===== src/hw/rtl/tfp_pkg.sv =====
// ---------------------------------------------------------------------------
// Telemetry frame packer package
// Shared types and constants for the frame packer blocks.
// ---------------------------------------------------------------------------
`timescale 1ns / 1ps
`default_nettype none

package tfp_pkg;

	localparam int FRAME_BYTES  = 51;
	localparam int QUEUE_DEPTH  = 2;

	localparam logic [7:0] SYNC_BYTE    = 8'h0D;
	localparam logic [7:0] HDR_CHAR_0   = 8'h30;
	localparam logic [7:0] HDR_CHAR_1   = 8'h31;
	localparam logic [7:0] HDR_CHAR_2   = 8'h38;
	localparam logic [7:0] TAG16_FIRST  = 8'h01;
	localparam logic [7:0] TAG32_FIRST  = 8'h0A;

	localparam int HDR_BYTES    = 4;
	localparam int NUM_WORD16   = 9;
	localparam int NUM_WORD32   = 4;
	localparam int WORD32_START = HDR_BYTES + 3 * NUM_WORD16;

	typedef struct packed {
		logic        [47:0] accel_xyz;
		logic        [47:0] gyro_xyz;
		logic signed [15:0] roll_deg;
		logic signed [15:0] pitch_deg;
		logic signed [15:0] yaw_deg;
		logic signed [31:0] lat_word;
		logic signed [31:0] lon_word;
		logic signed [31:0] alt_word;
		logic        [31:0] gps_status;
	} sample_t;

	typedef struct packed {
		logic [7:0] frame_byte;
		logic       frame_end;
	} frame_out_t;

	// Byte 0 of the frame is element 0.
	typedef logic [FRAME_BYTES-1:0][7:0] frame_t;

endpackage

`default_nettype wire


===== src/hw/rtl/tfp_front.sv =====
// ---------------------------------------------------------------------------
// Telemetry frame packer front end
// Accepts a sample set and lays it out as a complete frame with its checks.
// ---------------------------------------------------------------------------
`timescale 1ns / 1ps
`default_nettype none

module tfp_front (
	input  wire logic            clk,
	input  wire logic            arst_n,
	input  wire logic            sample_valid,
	output logic                 sample_ready,
	input  wire tfp_pkg::sample_t sample,
	output logic                 push_valid,
	input  wire logic            push_ready,
	output tfp_pkg::frame_t      push_frame
);
	import tfp_pkg::*;

	logic   valid_s1;
	frame_t frame_s1;

	function automatic frame_t build_frame(input sample_t s);
		frame_t           f;
		logic [15:0]      w16 [NUM_WORD16];
		logic [31:0]      w32 [NUM_WORD32];
		logic [7:0]       chk;
		f[0] = SYNC_BYTE;
		f[1] = HDR_CHAR_0;
		f[2] = HDR_CHAR_1;
		f[3] = HDR_CHAR_2;
		w16[0] = s.accel_xyz[15:0];
		w16[1] = s.accel_xyz[31:16];
		w16[2] = s.accel_xyz[47:32];
		w16[3] = s.gyro_xyz[15:0];
		w16[4] = s.gyro_xyz[31:16];
		w16[5] = s.gyro_xyz[47:32];
		w16[6] = s.roll_deg;
		w16[7] = s.pitch_deg;
		w16[8] = s.yaw_deg;
		w32[0] = s.lat_word;
		w32[1] = s.lon_word;
		w32[2] = s.alt_word;
		w32[3] = s.gps_status;
		for (int i = 0; i < NUM_WORD16; i++) begin
			f[HDR_BYTES + 3*i]     = w16[i][7:0];
			f[HDR_BYTES + 3*i + 1] = w16[i][15:8];
			f[HDR_BYTES + 3*i + 2] = w16[i][7:0] ^ w16[i][15:8] ^ (TAG16_FIRST + 8'(i));
		end
		for (int i = 0; i < NUM_WORD32; i++) begin
			chk = TAG32_FIRST + 8'(i);
			for (int b = 0; b < 4; b++) begin
				f[WORD32_START + 5*i + b] = w32[i][8*b +: 8];
				chk = chk ^ w32[i][8*b +: 8];
			end
			f[WORD32_START + 5*i + 4] = chk;
		end
		return f;
	endfunction

	// The stage frees up as soon as the queue takes its frame.
	assign sample_ready = !valid_s1 || push_ready;
	assign push_valid   = valid_s1;
	assign push_frame   = frame_s1;

	always_ff @(posedge clk or negedge arst_n) begin
		if (!arst_n) begin
			valid_s1 <= 1'b0;
		end else if (sample_ready) begin
			valid_s1 <= sample_valid;
		end
	end

	always_ff @(posedge clk) begin
		if (sample_valid && sample_ready) begin
			frame_s1 <= build_frame(sample);
		end
	end

endmodule

`default_nettype wire


===== src/hw/rtl/tfp_queue.sv =====
// ---------------------------------------------------------------------------
// Telemetry frame packer frame queue
// Short register queue of whole frames between front end and serializer.
// ---------------------------------------------------------------------------
`timescale 1ns / 1ps
`default_nettype none

module tfp_queue #(
	parameter int DEPTH = tfp_pkg::QUEUE_DEPTH
) (
	input  wire logic            clk,
	input  wire logic            arst_n,
	input  wire logic            push_valid,
	output logic                 push_ready,
	input  wire tfp_pkg::frame_t push_frame,
	output logic                 head_valid,
	input  wire logic            pop,
	output tfp_pkg::frame_t      head_frame
);
	import tfp_pkg::*;

	localparam int PTR_W = (DEPTH > 1) ? $clog2(DEPTH) : 1;
	localparam int CNT_W = $clog2(DEPTH + 1);

	frame_t             mem_q [DEPTH];
	logic [PTR_W-1:0]   wr_ptr_q;
	logic [PTR_W-1:0]   rd_ptr_q;
	logic [CNT_W-1:0]   count_q;
	logic               do_push;
	logic               do_pop;

	assign push_ready = (count_q != CNT_W'(DEPTH));
	assign head_valid = (count_q != '0);
	assign head_frame = mem_q[rd_ptr_q];
	assign do_push    = push_valid && push_ready;
	assign do_pop     = pop && head_valid;

	function automatic logic [PTR_W-1:0] next_ptr(input logic [PTR_W-1:0] p);
		return (p == PTR_W'(DEPTH - 1)) ? '0 : p + PTR_W'(1);
	endfunction

	always_ff @(posedge clk or negedge arst_n) begin
		if (!arst_n) begin
			wr_ptr_q <= '0;
			rd_ptr_q <= '0;
			count_q  <= '0;
		end else begin
			if (do_push) begin
				wr_ptr_q <= next_ptr(wr_ptr_q);
			end
			if (do_pop) begin
				rd_ptr_q <= next_ptr(rd_ptr_q);
			end
			if (do_push && !do_pop) begin
				count_q <= count_q + CNT_W'(1);
			end else if (do_pop && !do_push) begin
				count_q <= count_q - CNT_W'(1);
			end
		end
	end

	always_ff @(posedge clk) begin
		if (do_push) begin
			mem_q[wr_ptr_q] <= push_frame;
		end
	end

endmodule

`default_nettype wire


===== src/hw/rtl/tfp_back.sv =====
// ---------------------------------------------------------------------------
// Telemetry frame packer serializer
// Walks the head frame of the queue into an output register, one byte per cycle unless stalled.
// ---------------------------------------------------------------------------
`timescale 1ns / 1ps
`default_nettype none

module tfp_back (
	input  wire logic               clk,
	input  wire logic               arst_n,
	input  wire logic               head_valid,
	output logic                    pop,
	input  wire tfp_pkg::frame_t    head_frame,
	output logic                    frame_valid,
	input  wire logic               frame_ready,
	output tfp_pkg::frame_out_t     frame
);
	import tfp_pkg::*;

	localparam int IDX_W = $clog2(FRAME_BYTES);

	logic [IDX_W-1:0] idx_q;
	logic             out_valid_q;
	frame_out_t       out_q;
	logic             advance;
	logic             load;
	logic             last;

	// The output register may be refilled in the cycle its word is taken.
	assign advance     = !out_valid_q || frame_ready;
	assign load        = advance && head_valid;
	assign last        = (idx_q == IDX_W'(FRAME_BYTES - 1));
	assign pop         = load && last;
	assign frame_valid = out_valid_q;
	assign frame       = out_q;

	always_ff @(posedge clk or negedge arst_n) begin
		if (!arst_n) begin
			idx_q       <= '0;
			out_valid_q <= 1'b0;
		end else begin
			if (advance) begin
				out_valid_q <= head_valid;
			end
			if (load) begin
				idx_q <= last ? '0 : idx_q + IDX_W'(1);
			end
		end
	end

	always_ff @(posedge clk) begin
		if (load) begin
			out_q.frame_byte <= head_frame[idx_q];
			out_q.frame_end  <= last;
		end
	end

endmodule

`default_nettype wire


===== src/hw/rtl/telemetry_frame_packer_unit.sv =====
// ---------------------------------------------------------------------------
// Telemetry frame packer
// Turns one sensor sample set into a 51-byte telemetry frame, LSB first.
// ---------------------------------------------------------------------------
//  Channel   Dir  Handshake                    Payload
//  sample    in   sample_valid / sample_ready  tfp_pkg::sample_t, one word per sample set
//  frame     out  frame_valid / frame_ready    tfp_pkg::frame_out_t, one word per frame byte
//
//  Each sample set yields 51 output words at one word per cycle unless the output
//  stalls; the serializer's byte counter sets the sustained rate of sample sets.
//  The first byte passes the front-end stage, the frame queue and the output register.
//  Reset clears the stage valid, queue pointers and byte counter; no clearing pass.
//  Sample sets are accepted while the frame queue has room, even if the output stalls.
// ---------------------------------------------------------------------------
`timescale 1ns / 1ps
`default_nettype none

module telemetry_frame_packer_unit #(
	parameter int QUEUE_DEPTH = tfp_pkg::QUEUE_DEPTH
) (
	input  wire logic                clk,
	input  wire logic                arst_n,
	input  wire logic                sample_valid,
	output logic                     sample_ready,
	input  wire tfp_pkg::sample_t    sample,
	output logic                     frame_valid,
	input  wire logic                frame_ready,
	output tfp_pkg::frame_out_t      frame
);
	import tfp_pkg::*;

	logic   push_valid;
	logic   push_ready;
	frame_t push_frame;
	logic   head_valid;
	logic   pop;
	frame_t head_frame;

	tfp_front u_front (
		.clk          (clk),
		.arst_n       (arst_n),
		.sample_valid (sample_valid),
		.sample_ready (sample_ready),
		.sample       (sample),
		.push_valid   (push_valid),
		.push_ready   (push_ready),
		.push_frame   (push_frame)
	);

	tfp_queue #(
		.DEPTH (QUEUE_DEPTH)
	) u_queue (
		.clk        (clk),
		.arst_n     (arst_n),
		.push_valid (push_valid),
		.push_ready (push_ready),
		.push_frame (push_frame),
		.head_valid (head_valid),
		.pop        (pop),
		.head_frame (head_frame)
	);

	tfp_back u_back (
		.clk         (clk),
		.arst_n      (arst_n),
		.head_valid  (head_valid),
		.pop         (pop),
		.head_frame  (head_frame),
		.frame_valid (frame_valid),
		.frame_ready (frame_ready),
		.frame       (frame)
	);

endmodule

`default_nettype wire


===== config.mk =====
export PLATFORM = sky130hd
export DESIGN_NAME = telemetry_frame_packer_unit
export DESIGN_NICKNAME = d
export VERILOG_FILES = /design/src/hw/rtl/tfp_pkg.sv /design/src/hw/rtl/tfp_front.sv /design/src/hw/rtl/tfp_queue.sv /design/src/hw/rtl/tfp_back.sv /design/src/hw/rtl/telemetry_frame_packer_unit.sv
export SDC_FILE = /design/constraint.sdc
export NUM_CORES = 1
export LEC_CHECK = 0
export CAP_MARGIN = 5
export CELL_PAD_IN_SITES_DETAIL_PLACEMENT = 1
export CELL_PAD_IN_SITES_GLOBAL_PLACEMENT = 2
export CORE_MARGIN = 8
export CORE_UTILIZATION = 47
export CTS_CLUSTER_DIAMETER = 60
export DETAILED_ROUTE_END_ITERATION = 6
export DONT_BUFFER_PORTS = 1
export PLACE_DENSITY_LB_ADDON = 0.08
export SLEW_MARGIN = 40
export SYNTH_ARGS = -nofsm -noshare
export SYNTH_HDL_FRONTEND = slang
export SYNTH_SLANG_ARGS = --single-unit

===== constraint.sdc =====
create_clock -name clk -period 20.5 [get_ports clk]
set_clock_uncertainty 0.15 [all_clocks]
set_input_delay 4.1 -clock clk [delete_from_list [all_inputs] [get_ports clk]]
set_output_delay 4.1 -clock clk [all_outputs]
set_load 0.005 [all_outputs]

* After elaboration in Yosys (flattened, before gate mapping)
Memories as Yosys holds them, arrays and structs flattened. Index checks and enable logic that the tools add are counted.
Word-level totals: register bits 397, bits in latches 0, memory bits (writable) 752, memory bits (read-only) 0, bits of input ports 276, logic and storage cells 122, memories kept 1
Memory list:
- u_queue.mem_q | words 2, bits a word 376, rd ports 1, clocked after Yosys merged registers in 0, write ports 1, line tfp_queue.sv:25 | frame_t mem_q [DEPTH];
Cells by class: add/sub/neg operators 5, multiply operators 0, div/mod/pow operators 0, $lt $le $gt $ge 1, equality and inequality tests 2, shift operators 0, muxes and demuxes 9, bitwise operators 34, reduce and logical (&&, ||, !) cells 15
Operators with widths (number):
- 8-bit XOR | 21
- 8-bit binary-select mux with 6-bit select | 1
- 2-bit inverter | 6
- 3-bit inverter | 3
- 8-bit two-way mux | 1
- 1-bit logical AND | 7
- 6-bit by 7-bit < comparator with 1-bit output (second input constant) | 1
- 6-bit by 1-bit adder with 6-bit output (second input constant) | 1
- 6-bit equality test (second input constant) | 1
- 6-bit two-way mux | 1
- 1-bit zero test | 4
- 1-bit two-way mux | 4
- 2-bit two-way mux | 2
- 1-bit inverter | 4
- 2-bit nonzero test | 2
- 1-bit adder (second input constant) | 2
- 2-bit by 1-bit adder with 2-bit output (second input constant) | 1
- 1-bit logical OR | 2
- 2-bit inequality test (second input constant) | 1
- 2-bit by 1-bit subtractor with 2-bit output (second input constant) | 1

* Longest topological paths before layout
depth after elaboration 8, mapped depth 12, depth with buffers taken out 9

* Cells and area by module
A second synthesis with hierarchy kept.
Second synthesis, totals: cell total of the unflattened synthesis 2215, area, all modules 46743.6 um^2
By module, submodules not included:
- tfp_queue | instances 1, cells an instance 1287, area an instance 29544.6 um^2
- tfp_front | instances 1, cells an instance 582, area an instance 13053.8 um^2
- tfp_back | instances 1, cells an instance 346, area an instance 4145.2 um^2

* Worst setup path after synthesis
Ideal clock, no wire load.
kind flip-flop to flip-flop, start register u_queue.count_q[0], end memory u_queue.mem_q[0][0] (netlist name), enable pin, setup time 1.122 ns, arrival time 16.191 ns, required time 19.228 ns, path slack 3.038 ns, stages on the path, launching flop included 4, cell sequence dfrtp_1 nand2b_1 nand2_1 nor2_1
Between the ends: longest elaborated chain between the ends 4
Ends and longest elaborated chain:
- from (decl) | line tfp_queue.sv:28 | logic [CNT_W-1:0] count_q;
- from (signal assigned) | line tfp_queue.sv:55 | count_q <= count_q + CNT_W'(1);
- from (signal assigned) | line tfp_queue.sv:57 | count_q <= count_q - CNT_W'(1);
- 2-bit inequality test | line tfp_queue.sv:32 | assign push_ready = (count_q != CNT_W'(DEPTH));
- 1-bit logical AND | line tfp_queue.sv:35 | assign do_push = push_valid && push_ready;
- 1-bit two-way mux | line tfp_queue.sv:63 | if (do_push) begin
- 1-bit two-way mux (not written as such) | line tfp_queue.sv:64 | mem_q[wr_ptr_q] <= push_frame;
- to (decl) | line tfp_queue.sv:25
No other way between the ends.

* Final worst setup path
start input port sample_valid, end register u_front.frame_s1, in the netlist u_front.push_frame[405], enable pin
Between the ends: longest elaborated chain between the ends 1
Ends and longest elaborated chain:
- from (decl) | line telemetry_frame_packer_unit.sv:23 | input wire logic sample_valid,
- 1-bit logical AND | line tfp_front.sv:75 | if (sample_valid && sample_ready) begin
- to (signal assigned) | line tfp_front.sv:76 | frame_s1 <= build_frame(sample);
- to (decl) | line tfp_front.sv:21 | frame_t frame_s1;
No other way between the ends. A chain may end at the register's enable or synchronous reset.

==> flow_summary.yaml <==
run_status:
  status: "complete, no violations"
placed_design:
  place_congestion: 0.7380
  dp.cells: 3053
  portBuffers: 0
  dp_hpwl_um: 64150
pwr:
  power.leakage_uw: 0.01532
  vdd_drop_max_uv: 91.54
  power_frac_clock_pct: 29.6
  power_density_nw_per_um2: 148.4
  power.total_uw: 7133
  switching_share_pct: 28.30
  p_comb_share_pct: 19.8
  seq_power_share_pct: 50.6
  netSwitchingPower_uw: 2019
  p_int_uw: 5114
logic_synthesis:
  synth_edf_count: 1137
  async_reset_ff_share_pct: 1.044
  yosys_most_used_dff: "edfxtp_1"
  yosys.cell_types.count: 57
  synth.area.top_cells: "edfxtp_1 (80%), mux4_2 (9.0%), xnor2_1 (1.9%), xor2_1 (1.7%), mux2i_1 (1.4%)"
  yosys_warnings: 0
  netlist_area_um2: 42640
  synth.avg_cell_area_um2: 22.33
  synthAdderAreaFrac_pct: 0.1467
  synthMuxAreaShare_pct: 10.73
  ys_seq_area_share_pct: 80.78
  synth_top_family_by_area: "multiplexers"
  synth_xor_area_share_pct: 3.574
  synth-simple-area-share_pct: 1.535
  ys_top_cells_by_count: "edfxtp_1 (1137), mux4_2 (170), xnor2_1 (93)"
  synth-compound-area-share_pct: 2.013
  synth.net_count: 2190
  netlist_instances: 1909
  ys_ff_latch: 1149
  netlist.area_leader.share_pct: 80.08
  yosysTopAreaCell: "edfxtp_1"
  synth.most_common_cell: "edfxtp_1"
drt:
  drcViolationCount: 0
  met2_length_um: 49910
  wl_per_cell_um: 29.90
  ant_nets: 0
  dr.first_iter.drc_count: 1365
  wl_met1_um: 38800
  routed.top_layer: "met5"
  drtPass1Iterations: 5
  route.detailed.vias_per_inst: 5.608
  drt_wl_total_um: 97880
  vias: 18362
  met3_length_um: 7136
timing:
  setup_tns_ns: 0
  slew_viol_final: 0
  rsz0062_at_grt: "false"
  setup_viol: 0
  slew-limit-headroom_pct: 39.25
  worst_pin_slew_ns: 0.9113
  max_freq_mhz: 162.7
  hold_viol_final: 0
  period_needed_ns: 6.146
  period_share_pct: 29.98
global_routing:
  antenna_found_initial: 2
  grt_pass1_wl_um: 140300
  grt_use_total_pct: 19.36
  grt_max_degree: 89
  overflow: 0
  grt_pass1_vias: 20228
cells_and_area:
  layout-drive-gt1-share_pct: 20.19
  utilization_pct: 53.40
  multi_input_area_um2: 7724
  layoutNonFillerInstCount: 3274
  syn_to_final_growth_pct: 12.74
  regArea_um2: 34460
  nNetsFinal: 2278
  fillCellCount: 7743
floorplanning:
  ios: 287
  die_h_um: 317.2
  fp-row-count: 110
  start_util_pct: 47.37
  fp.dieArea_um2: 100600
  core_um2: 90010
  fp.dieW_um: 317.2
worst_setup_path:
  path_max_fanout: 57
  cp_data_arrival_time_ns: 6.30
  crit_path_start_kind: "input pin"
  critical_path.top_delay_family: "buffers and inverters"
  path_common_cell: "buf_4"
  r2r_slack_ns: 15.59
  worstPathRequired_ns: 20.65
  crit_buf_inv: 2
  worstSetupEndpointType: "flop"
  crit_path_top_delay_cell: "buf_4"
  path_class: "input pin to flop"
  slowest_delay_ns: 0.77
  path_cells: "and2_4 > buf_4 > buf_4"
cts:
  hold_buffers: 0
  clock_latency_ns: 0.68
  numCtsBuffers: 117
  post_cts_buffers: 0
  clk_pin_slew_ns: 0.06
  clock_path_buffers: 3
  cts_tree: "done"
  cts_num_sinks: 1149
  cts_resized: 0
  ctsHtreeMaxLevel: 3
  cts_root_buf: "clkbuf_16"
run:
  cap_violations: 0
min_path:
  worst_hold_path_type: "flop to flop"
[cells by family after synthesis]
| family | Yosys count |
|---|---|
| AOI/OAI and AO/OA | 123 |
| adders and majority gates | 5 |
| buffers and inverters | 79 |
| muxes | 243 |
| and+or+nand+nor | 136 |
| DFF | 1149 |
| xor gates and xnor gates | 174 |
[final cells by class]
class	count	area share [%]
antenna	3	0.01562
clock buffer	144	6.541
clock inverter	73	1.478
inverter	5	0.03904
multi-input combinational	681	16.07
sequential	1149	71.68
tap	1176	3.061
timing repair buffer	43	1.114
[sequential cells by signal, indices dropped and copies added (netlist names)]
name	cells
u_queue.mem_q	752
u_front.push_frame	376
u_back.frame	9
u_back.idx_q	6
u_queue.count_q	2
u_back.frame_valid	1
u_front.push_valid	1
u_queue.rd_ptr_q	1
u_queue.wr_ptr_q	1
[routing by layer]
| metal | track usage (%) | vias to the layer above |
|---|---|---|
| met5 | 0 | - |
| met3 | 5.833 | 130 |
| met1 | 23.98 | 9818 |
| li1 | - | 7994 |
| met4 | 5.294 | 2 |
| met2 | 33.13 | 418 |
[path summary, 6_finish.rpt]
path	to	startpoint	cells after the start
worst max-delay path	u_front.push_frame[405]	sample_valid	3
worst min-delay path	u_queue.mem_q[1][194]	u_front.push_frame[226]	0
worst max register to register	u_back.frame[7]	u_queue.rd_ptr_q	10
worst min register to register	u_queue.mem_q[1][194]	u_front.push_frame[226]	0
max in group asynchronous	u_back.idx_q[2]	arst_n	0
min in group asynchronous	u_queue.wr_ptr_q	arst_n	0
[power groups by stage]
stage               Sequential, uW  Combinational (uW)  Clock, uW
floorplan                     3830                 919          0
global placement              3630                1380          0
detailed placement            3670                1450          0
CTS                           3620                1450       2170
global route                  3670                1520       2240
finish                        3610                1410       2110
[placed cells by master, fill, tap and decap left out, types with 22 or more instances in the layout]
master     synthesis  routed
mux2i_1           59      59
clkbuf_16          0     121
xor2_1            81      81
xnor2_1           93      93
mux4_2           170     170
clkinv_2           0      29
buf_4              8      24
clkinv_1           1      22
edfxtp_1        1137    1137
nand2_1           54      54
[through the flow]
| stage | instance area, um2 | hold WS [ns] | setup WS (ns) |
|---|---|---|---|
| after CTS | 48030 | 0.2786 | 14.28 |
| after floorplan | 42640 | 0.2715 | 3.038 |
| after detailed placement | 44180 | 0.2804 | 13.54 |
| after global routing | 48060 | 0.2949 | 14.22 |
| after global placement | 43930 | 0.2726 | 13.47 |
| final | 48070 | 0.2844 | 14.35 |
Power figures use the tool's default switching activity.
